**config.mk**
```make
export PLATFORM = sky130hd
export DESIGN_NAME = quoted_printable_encoder_unit
export DESIGN_NICKNAME = d
export VERILOG_FILES = /design/src/qpe_pkg.sv /design/src/qpe_front.sv /design/src/qpe_queue.sv /design/src/qpe_back.sv /design/src/quoted_printable_encoder_unit.sv
export SDC_FILE = /design/constraint.sdc
export NUM_CORES = 1
export LEC_CHECK = 0
export BUFFER_PORTS_ARGS = -buffer_cell sky130_fd_sc_hd__clkbuf_2
export CAP_MARGIN = 20
export CORE_UTILIZATION = 35
export CTS_CLUSTER_DIAMETER = 50
export DETAILED_ROUTE_END_ITERATION = 10
export PLACE_DENSITY_LB_ADDON = 0.05
export SYNTH_ARGS = -nofsm -noshare
export SYNTH_HDL_FRONTEND = slang
export SYNTH_SLANG_ARGS = --single-unit
```
**constraint.sdc**
```tcl
create_clock -name clock -period 4.76 [get_ports clock]
set_input_delay 0.952 -clock clock [delete_from_list [all_inputs] [get_ports clock]]
set_output_delay 0.952 -clock clock [all_outputs]
set_load 0.01 [all_outputs]
```
**src/qpe_pkg.sv**
```systemverilog
`timescale 1ns / 1ps
// ----------------------------------------------------------------------------
// qpe_pkg
// Types, character constants and helpers shared by the quoted-printable
// encoder modules.
// ----------------------------------------------------------------------------
package qpe_pkg;

   localparam logic [7:0] CH_TAB   = 8'h09;
   localparam logic [7:0] CH_LF    = 8'h0A;
   localparam logic [7:0] CH_CR    = 8'h0D;
   localparam logic [7:0] CH_SPACE = 8'h20;
   localparam logic [7:0] CH_EQ    = 8'h3D;

   localparam logic [7:0] LINE_LIMIT_RESET = 8'd75;

   // register indexes (byte address / 4)
   localparam logic REG_LINE_LIMIT = 1'b0;

   typedef struct packed {
      logic [7:0] data_byte;
      logic       is_final;
   } qpe_req_type;

   typedef struct packed {
      logic [7:0] out_char;
      logic       run_end;
   } qpe_rsp_type;

   // one classified input byte, as queued between front and back
   typedef struct packed {
      logic       brk;       // soft break "=\r\n" goes first
      logic       esc;       // '=' plus two hex digits
      logic       crlf;      // bare LF, sent as CR LF
      logic [7:0] data_byte;
   } qpe_tok_type;

   function automatic logic is_special(input logic [7:0] b);
      logic hit;
      case (b)
         8'h3F, 8'h3D, 8'h21, 8'h22, 8'h23, 8'h24, 8'h40, 8'h5B,
         8'h5C, 8'h5D, 8'h5E, 8'h60, 8'h7B, 8'h7C, 8'h7D, 8'h7E: hit = 1'b1;
         default: hit = 1'b0;
      endcase
      return hit;
   endfunction

   function automatic logic [7:0] hex_digit(input logic [3:0] v);
      logic [7:0] c;
      if (v > 4'd9) begin
         c = 8'h37 + {4'b0, v};   // 'A' - 10
      end else begin
         c = 8'h30 + {4'b0, v};
      end
      return c;
   endfunction

endpackage

```
**src/qpe_front.sv**
```systemverilog
`timescale 1ns / 1ps
// ----------------------------------------------------------------------------
// qpe_front
// Takes input bytes, decides escape, line-feed expansion and soft breaks,
// and keeps the line length and previous-CR state.
// ----------------------------------------------------------------------------
module qpe_front (
   input  logic                 clock,
   input  logic                 reset,
   input  logic [7:0]           line_limit,
   input  logic                 req_valid,
   output logic                 req_ready,
   input  qpe_pkg::qpe_req_type req_data,
   output logic                 tok_push,
   output qpe_pkg::qpe_tok_type tok_data,
   input  logic                 tok_full
);
   import qpe_pkg::*;

   logic [7:0] line_len_ff, line_len_in;
   logic       prev_cr_ff, prev_cr_in;

   logic       is_lf, is_cr, esc, brk;
   logic [1:0] width;
   logic [8:0] sum, nsum;
   logic [7:0] base;

   assign req_ready = !tok_full;
   assign tok_push  = req_valid && !tok_full;

   always_comb begin
      is_lf = (req_data.data_byte == CH_LF);
      is_cr = (req_data.data_byte == CH_CR);
      esc   = !is_lf && !is_cr &&
              (req_data.data_byte[7] || is_special(req_data.data_byte) ||
               (req_data.is_final && (req_data.data_byte == CH_SPACE ||
                                      req_data.data_byte == CH_TAB)));
      width = esc ? 2'd3 : 2'd1;
      sum   = {1'b0, line_len_ff} + {7'b0, width};
      brk   = !is_lf && !is_cr && (line_len_ff != 8'd0) && (sum > {1'b0, line_limit});
      base  = brk ? 8'd0 : line_len_ff;
      nsum  = {1'b0, base} + {7'b0, width};

      tok_data.brk       = brk;
      tok_data.esc       = esc;
      tok_data.crlf      = is_lf && !prev_cr_ff;
      tok_data.data_byte = req_data.data_byte;

      if (req_data.is_final || is_lf) begin
         line_len_in = 8'd0;
      end else if (is_cr) begin
         line_len_in = line_len_ff;
      end else begin
         line_len_in = nsum[8] ? 8'hFF : nsum[7:0];
      end
      prev_cr_in = is_cr && !req_data.is_final;
   end

   always_ff @(posedge clock) begin
      if (reset) begin
         line_len_ff <= 8'd0;
         prev_cr_ff  <= 1'b0;
      end else if (tok_push) begin
         line_len_ff <= line_len_in;
         prev_cr_ff  <= prev_cr_in;
      end
   end

endmodule

```
**src/qpe_queue.sv**
```systemverilog
`timescale 1ns / 1ps
// ----------------------------------------------------------------------------
// qpe_queue
// Small first-in first-out queue of classified tokens between front and back.
// ----------------------------------------------------------------------------
module qpe_queue #(
   parameter int DEPTH = 4
) (
   input  logic                 clock,
   input  logic                 reset,
   input  logic                 push,
   input  qpe_pkg::qpe_tok_type push_data,
   output logic                 full,
   input  logic                 pop,
   output qpe_pkg::qpe_tok_type head_data,
   output logic                 head_valid
);
   import qpe_pkg::*;

   localparam int PW = (DEPTH > 1) ? $clog2(DEPTH) : 1;
   localparam int CW = $clog2(DEPTH + 1);
   localparam logic [PW-1:0] LAST_PTR = PW'(DEPTH - 1);
   localparam logic [CW-1:0] FULL_CNT = CW'(DEPTH);

   qpe_tok_type         mem [DEPTH];
   logic [PW-1:0]       wr_ptr_ff, wr_ptr_in, rd_ptr_ff, rd_ptr_in;
   logic [CW-1:0]       count_ff, count_in;

   assign full       = (count_ff == FULL_CNT);
   assign head_valid = (count_ff != '0);
   assign head_data  = mem[rd_ptr_ff];

   always_comb begin
      wr_ptr_in = wr_ptr_ff;
      rd_ptr_in = rd_ptr_ff;
      count_in  = count_ff;
      if (push) begin
         wr_ptr_in = (wr_ptr_ff == LAST_PTR) ? '0 : wr_ptr_ff + 1'b1;
      end
      if (pop) begin
         rd_ptr_in = (rd_ptr_ff == LAST_PTR) ? '0 : rd_ptr_ff + 1'b1;
      end
      if (push && !pop) begin
         count_in = count_ff + 1'b1;
      end else if (pop && !push) begin
         count_in = count_ff - 1'b1;
      end
   end

   always_ff @(posedge clock) begin
      if (reset) begin
         wr_ptr_ff <= '0;
         rd_ptr_ff <= '0;
         count_ff  <= '0;
      end else begin
         wr_ptr_ff <= wr_ptr_in;
         rd_ptr_ff <= rd_ptr_in;
         count_ff  <= count_in;
      end
   end

   always_ff @(posedge clock) begin
      if (push) begin
         mem[wr_ptr_ff] <= push_data;
      end
   end

   a_no_overflow: assert property (@(posedge clock) disable iff (reset)
      count_ff <= FULL_CNT) else $error("queue count above depth");
   a_no_underflow: assert property (@(posedge clock) disable iff (reset)
      pop |-> head_valid) else $error("pop from empty queue");
   a_count_step: assert property (@(posedge clock) disable iff (reset)
      (push && !pop) |=> count_ff == $past(count_ff) + 1'b1)
      else $error("queue count did not follow push");

endmodule

```
**src/qpe_back.sv**
```systemverilog
`timescale 1ns / 1ps
// ----------------------------------------------------------------------------
// qpe_back
// Walks one token into its output characters, one per cycle into an output
// register while rsp_ready does not stall it.
// ----------------------------------------------------------------------------
module qpe_back (
   input  logic                 clock,
   input  logic                 reset,
   input  logic                 tok_valid,
   input  qpe_pkg::qpe_tok_type tok_data,
   output logic                 tok_pop,
   output logic                 rsp_valid,
   input  logic                 rsp_ready,
   output qpe_pkg::qpe_rsp_type rsp_data
);
   import qpe_pkg::*;

   logic [2:0]  step_ff, step_in;
   logic        rsp_valid_ff, rsp_valid_in;
   qpe_rsp_type rsp_data_ff, rsp_data_in;

   logic [2:0]  brk_len, body_len, total, bidx;
   logic        last, load;
   logic [7:0]  ch;

   always_comb begin
      brk_len  = tok_data.brk ? 3'd3 : 3'd0;
      body_len = tok_data.esc ? 3'd3 : (tok_data.crlf ? 3'd2 : 3'd1);
      total    = brk_len + body_len;
      last     = (step_ff == total - 3'd1);
      bidx     = step_ff - brk_len;

      if (tok_data.brk && step_ff < 3'd3) begin
         case (step_ff[1:0])
            2'd0:    ch = CH_EQ;
            2'd1:    ch = CH_CR;
            default: ch = CH_LF;
         endcase
      end else if (tok_data.esc) begin
         case (bidx[1:0])
            2'd0:    ch = CH_EQ;
            2'd1:    ch = hex_digit(tok_data.data_byte[7:4]);
            default: ch = hex_digit(tok_data.data_byte[3:0]);
         endcase
      end else if (tok_data.crlf) begin
         ch = (bidx[1:0] == 2'd0) ? CH_CR : CH_LF;
      end else begin
         ch = tok_data.data_byte;
      end

      load         = tok_valid && (!rsp_valid_ff || rsp_ready);
      tok_pop      = load && last;
      step_in      = load ? (last ? 3'd0 : step_ff + 3'd1) : step_ff;
      rsp_valid_in = load || (rsp_valid_ff && !rsp_ready);
      rsp_data_in  = load ? '{out_char: ch, run_end: last} : rsp_data_ff;
   end

   always_ff @(posedge clock) begin
      if (reset) begin
         step_ff      <= 3'd0;
         rsp_valid_ff <= 1'b0;
      end else begin
         step_ff      <= step_in;
         rsp_valid_ff <= rsp_valid_in;
      end
   end

   always_ff @(posedge clock) begin
      rsp_data_ff <= rsp_data_in;
   end

   assign rsp_valid = rsp_valid_ff;
   assign rsp_data  = rsp_data_ff;

   a_step_range: assert property (@(posedge clock) disable iff (reset)
      step_ff < 3'd6) else $error("token step out of range");
   a_step_restart: assert property (@(posedge clock) disable iff (reset)
      tok_pop |=> step_ff == 3'd0) else $error("step not cleared after token");
   a_pop_marks_end: assert property (@(posedge clock) disable iff (reset)
      tok_pop |=> rsp_valid && rsp_data.run_end)
      else $error("token retired without run end");

endmodule

```
**src/quoted_printable_encoder_unit.sv**
```systemverilog
`timescale 1ns / 1ps
// ----------------------------------------------------------------------------
// quoted_printable_encoder_unit
// Byte-serial quoted-printable encoder with a programmable soft line limit.
// ----------------------------------------------------------------------------
//  Channel  Dir  Handshake            Transfer carries
//  req_     in   req_valid/req_ready  one message byte plus last-byte flag
//  rsp_     out  rsp_valid/rsp_ready  one encoded character plus run end
//  csr_     in   APB psel/penable     line_limit at byte address 0
//
//  Each input byte produces 1 to 6 characters (1 plain, 2 for CR LF, 3
//  escaped, plus 3 for a soft break); the back end sends one character per
//  cycle while rsp_ready does not stall it.
//  The front accepts a byte per cycle while the token queue has room, so
//  input transfers keep flowing while a result waits on rsp_ready.
//  Reset is synchronous and clears line state, the queue and output valid;
//  line_limit returns to 75.
// ----------------------------------------------------------------------------
module quoted_printable_encoder_unit #(
   parameter int QUEUE_DEPTH = 4
) (
   input  logic                 clock,
   input  logic                 reset,
   input  logic                 req_valid,
   output logic                 req_ready,
   input  qpe_pkg::qpe_req_type req_data,
   output logic                 rsp_valid,
   input  logic                 rsp_ready,
   output qpe_pkg::qpe_rsp_type rsp_data,
   input  logic                 csr_psel,
   input  logic                 csr_penable,
   input  logic                 csr_pwrite,
   input  logic [2:0]           csr_paddr,
   input  logic [31:0]          csr_pwdata,
   output logic [31:0]          csr_prdata,
   output logic                 csr_pready
);
   import qpe_pkg::*;

   // configuration register
   logic [7:0]  line_limit_ff, line_limit_in;
   logic        csr_wr;

   // front to queue, queue to back
   logic        tok_push, tok_full, tok_pop, tok_valid;
   qpe_tok_type tok_in, tok_head;

   assign csr_pready = 1'b1;
   // word index is paddr[2]; only index zero holds a register
   assign csr_wr = csr_psel && csr_penable && csr_pwrite && csr_pready &&
                   (csr_paddr[2] == REG_LINE_LIMIT);
   assign line_limit_in = csr_wr ? csr_pwdata[7:0] : line_limit_ff;
   assign csr_prdata = (csr_paddr[2] == REG_LINE_LIMIT) ? {24'b0, line_limit_ff} : 32'b0;

   always_ff @(posedge clock) begin
      if (reset) begin
         line_limit_ff <= LINE_LIMIT_RESET;
      end else begin
         line_limit_ff <= line_limit_in;
      end
   end

   // classify bytes and track line state
   qpe_front u_front (
      .clock      (clock),
      .reset      (reset),
      .line_limit (line_limit_ff),
      .req_valid  (req_valid),
      .req_ready  (req_ready),
      .req_data   (req_data),
      .tok_push   (tok_push),
      .tok_data   (tok_in),
      .tok_full   (tok_full)
   );

   // decouples classification from character output
   qpe_queue #(
      .DEPTH (QUEUE_DEPTH)
   ) u_queue (
      .clock      (clock),
      .reset      (reset),
      .push       (tok_push),
      .push_data  (tok_in),
      .full       (tok_full),
      .pop        (tok_pop),
      .head_data  (tok_head),
      .head_valid (tok_valid)
   );

   // expand tokens into characters
   qpe_back u_back (
      .clock     (clock),
      .reset     (reset),
      .tok_valid (tok_valid),
      .tok_data  (tok_head),
      .tok_pop   (tok_pop),
      .rsp_valid (rsp_valid),
      .rsp_ready (rsp_ready),
      .rsp_data  (rsp_data)
   );

endmodule

```
==> out/qor.yml <==
status: "completed"
synth_sequential_area_ratio_pct: 46.30
worst_ep_arrival_time_ns: 4.86
achievable-frequency_ghz: 0.2150
power.leakage_nw: 2.268
timing_max_transition_violations_final: 0
worst_setup_path_start_kind: "input port"
synth_enable_flop_cells: 53
final_period_minus_worst_setup_slack_ns: 4.651
crit_type: "input port to flip-flop"
synth_top_area_cell: "edfxtp_1"
cts-buffers-inserted: 9
synth_area_per_cell_um2: 10.62
grt_use_total_pct: 15.02
cts_hold_buffers: 0
layout-drive-gt1-share_pct: 26.30
placement.cell_area_mm2: 0.005275
cp_data_required_time_ns: 4.97
grt_antenna_before_repair: 0
worst_hold_check_path_type: "flip-flop to flip-flop"
post_synth_most_frequent_cells: "edfxtp_1 (53), nor2_1 (39), nand2_1 (33), a21oi_1 (31)"
critical_path.endpoint_type: "flip-flop"
async_flop_share_pct: 0
worstPathMaxFanout: 4
clock-skew-final_ns: 0.01080
maximum_number_of_pins_on_one_net_before_global_route_repair: 31
max_slew_margin_pct: 48.57
dieHeight_um: 118.3
vdd_ir_drop_max_mv: 0.1655
timing.final.setup_violations: 0
cts.clk_slew.worst_paths_ns: 0.07
net-switching-power_mw: 0.9326
post-route-period-util_pct: 97.72
cts_sinks: 83
synth_top_cell_area_share_pct: 33.62
final_antenna_net_count: 0
grt_first_pass_wirelength_um: 16370
timing.critical_path.cells: "buf_8 -> buf_6 -> or3_4 -> nor2_1 -> a31oi_1 -> o22ai_1 -> nand2_1 -> o2111ai_4 -> fa_2 -> nand3_4 -> nor2_4 -> xor2_1 -> ha_1 -> a21oi_2 -> o221ai_2 -> a21oi_2 -> o21ai_2 -> fa_2 -> or2_4 -> or3_4 -> a21oi_2 -> nor3_2"
cts-htree-levels: 3
cell_with_the_biggest_individual_delay_on_the_critical_path: "fa_2"
die-area_mm2: 0.01400
place.gp.congestion: 0.8063
cts_tree: "done"
critPathMostFrequentCell: "a21oi_2"
power.internal_mw: 1.779
ioPinCount: 95
synth_area_mm2: 0.004735
synth.ff_latch_count: 83
first_pass_iters: 4
worst_hold_path.num_cells: 2
initial_core_utilization_pct: 35.75
antenna_cells_inserted: 0
power.share.sequential_pct: 35.8
power_density_mw_per_mm2: 471.6
slowest_delay_ns: 0.38
cell_count_after_synthesis: 446
part_of_the_power_in_combinational_logic_pct: 38.8
clock_tree.root_cell: "clkbuf_16"
setup.reg_to_reg.worst_slack_ns: 0.74
timing_hold_violations_final: 0
port-buffer-count: 43
design_area_final_mm2: 0.005749
dr_total_vias: 3411
nets: 597
route.detailed.wl_per_inst_um: 14.12
hpwl_reported_at_the_end_of_detailed_placement_um: 7301
yosysMostFrequentCell: "edfxtp_1"
drc: 0
drt-initial-drc-count: 115
drv_cap: 0
clk_pwr_share_pct: 25.4
synth.yosys.warnings: 0
vias_per_cell: 4.894
worst-slew-pin-transition_ns: 0.7649
setup_repair_after_global_routing_missed_its_margin: "yes"
netlist_top_cells_area: "edfxtp_1 (34%), dfxtp_1 (13%), ha_1 (7.1%)"
p_sw_share_pct: 34.40
primary_flip_flop_cell_chosen_by_synthesis_mapping: "edfxtp_1"
route.final.wire_length_um: 9840
placeableCoreArea_mm2: 0.01324
post-route-util_pct: 43.41
reg2regPathDepth: 15
clock_path_buffers: 2
die_w_um: 118.3
synthDistinctLibCells: 65
synthToLayoutAreaGrowth_pct: 21.43
number_of_global_route_vias_before_repair: 3262
residual_overflow_from_global_routing: 0
clk_latency_ns: 0.34
std_cell_rows: 42
[layer usage]
metal | track usage [%] | share of wire [%]
met1 | 19.20 | 48
met3 | 4.102 | 3.0
met4 | 4.728 | 1.5
met5 | 0 | 0
met2 | 24.60 | 48
[layout make-up]
type,instances,area [µm²]
fill,1306,7493
timing repair buffer,78,498.0
sequential,83,2192
multi-input combinational,314,2434
inverter,30,112.6
tap,176,220.2
clock inverter,6,63.81
clock buffer,10,229.0
[critical path, delay by kind of cell]
family                   cells  cell delay, ns
AND/OR/NAND/NOR              8            1.47
XOR/XNOR                     1            0.17
AO/OA/AOI/OAI                8            1.10
buffers and inverters        2            0.21
adder cells (fa/ha/maj)      3            0.95
[power by group through the flow]
stage,Sequential [mW],Combinational [mW],Clock [mW]
6_report,0.970,1.05,0.688
3_3_place_gp,0.988,1.03,0
2_1_floorplan,0.998,0.794,0
5_1_grt,0.986,1.17,0.734
3_5_place_dp,0.987,1.04,0
4_1_cts,0.973,1.06,0.707
[final timing paths]
check                                      start                     end
worst max-delay path                 req_data[5]  u_front.line_len_ff[6]
worst min-delay path            line_limit_ff[4]        line_limit_ff[4]
worst max register to register         flip-flop     u_queue.count_ff[2]
worst min register to register  line_limit_ff[4]        line_limit_ff[4]
[repair_timing]
item,in CTS,in global routing
setup buffers,2,2
pin swaps,18,25
hold endpoints to repair,0,0
resized for setup,13,23
endpoints found under the setup margin,4,7
[sequential cells by signal, summed over array words and instances, names as in the netlist, named ones only]
name and flops:
line_limit_ff 8, u_back.rsp_data 9, u_back.rsp_valid 1, u_back.step_ff 3, u_front.line_len_ff 8, u_front.prev_cr_ff 1
u_queue.count_ff 3, u_queue.mem 44, u_queue.rd_ptr_ff 2, u_queue.wr_ptr_ff 2
[cells in the final DEF, fill, tap and decap left out, drive strengths merged, types with 8 or more instances in the layout]
master / n
ha: 27
nand3: 8
nand2: 34
edfxtp: 53
o21ai: 13
mux4: 10
dfxtp: 30
buf: 36
inv: 31
a21oi: 31
conb: 25
clkbuf: 52
nor3: 13
xnor2: 11
nor2: 40
[kinds of logic after synthesis]
kind of cell	count (synthesis)	synth area share, %
and+or+nand+nor	144	15.51
DFF	83	46.30
AOI/OAI and AO/OA	81	11.26
buffers and inverters	72	8.060
adders and majority gates	30	8.404
xor gates and xnor gates	17	3.541
muxes	17	6.765
other	2	0.1586
[per-stage QoR]
step	total power [mW]	hold slack [ns]	setup TNS [ns]	cells	setup WS [ns]
after floorplan	1.792	0.4363	0	469	0.01409
after global placement	2.022	0.4460	-2.225	677	-0.4170
after detailed placement	2.029	0.4540	-2.337	677	-0.4330
after CTS	2.736	0.4654	0	695	0.01746
after global routing	2.895	0.4900	-0.1728	697	-0.09968
final	2.711	0.4634	0	697	0.1086
Note: power is estimated with default switching activity, not from simulation.
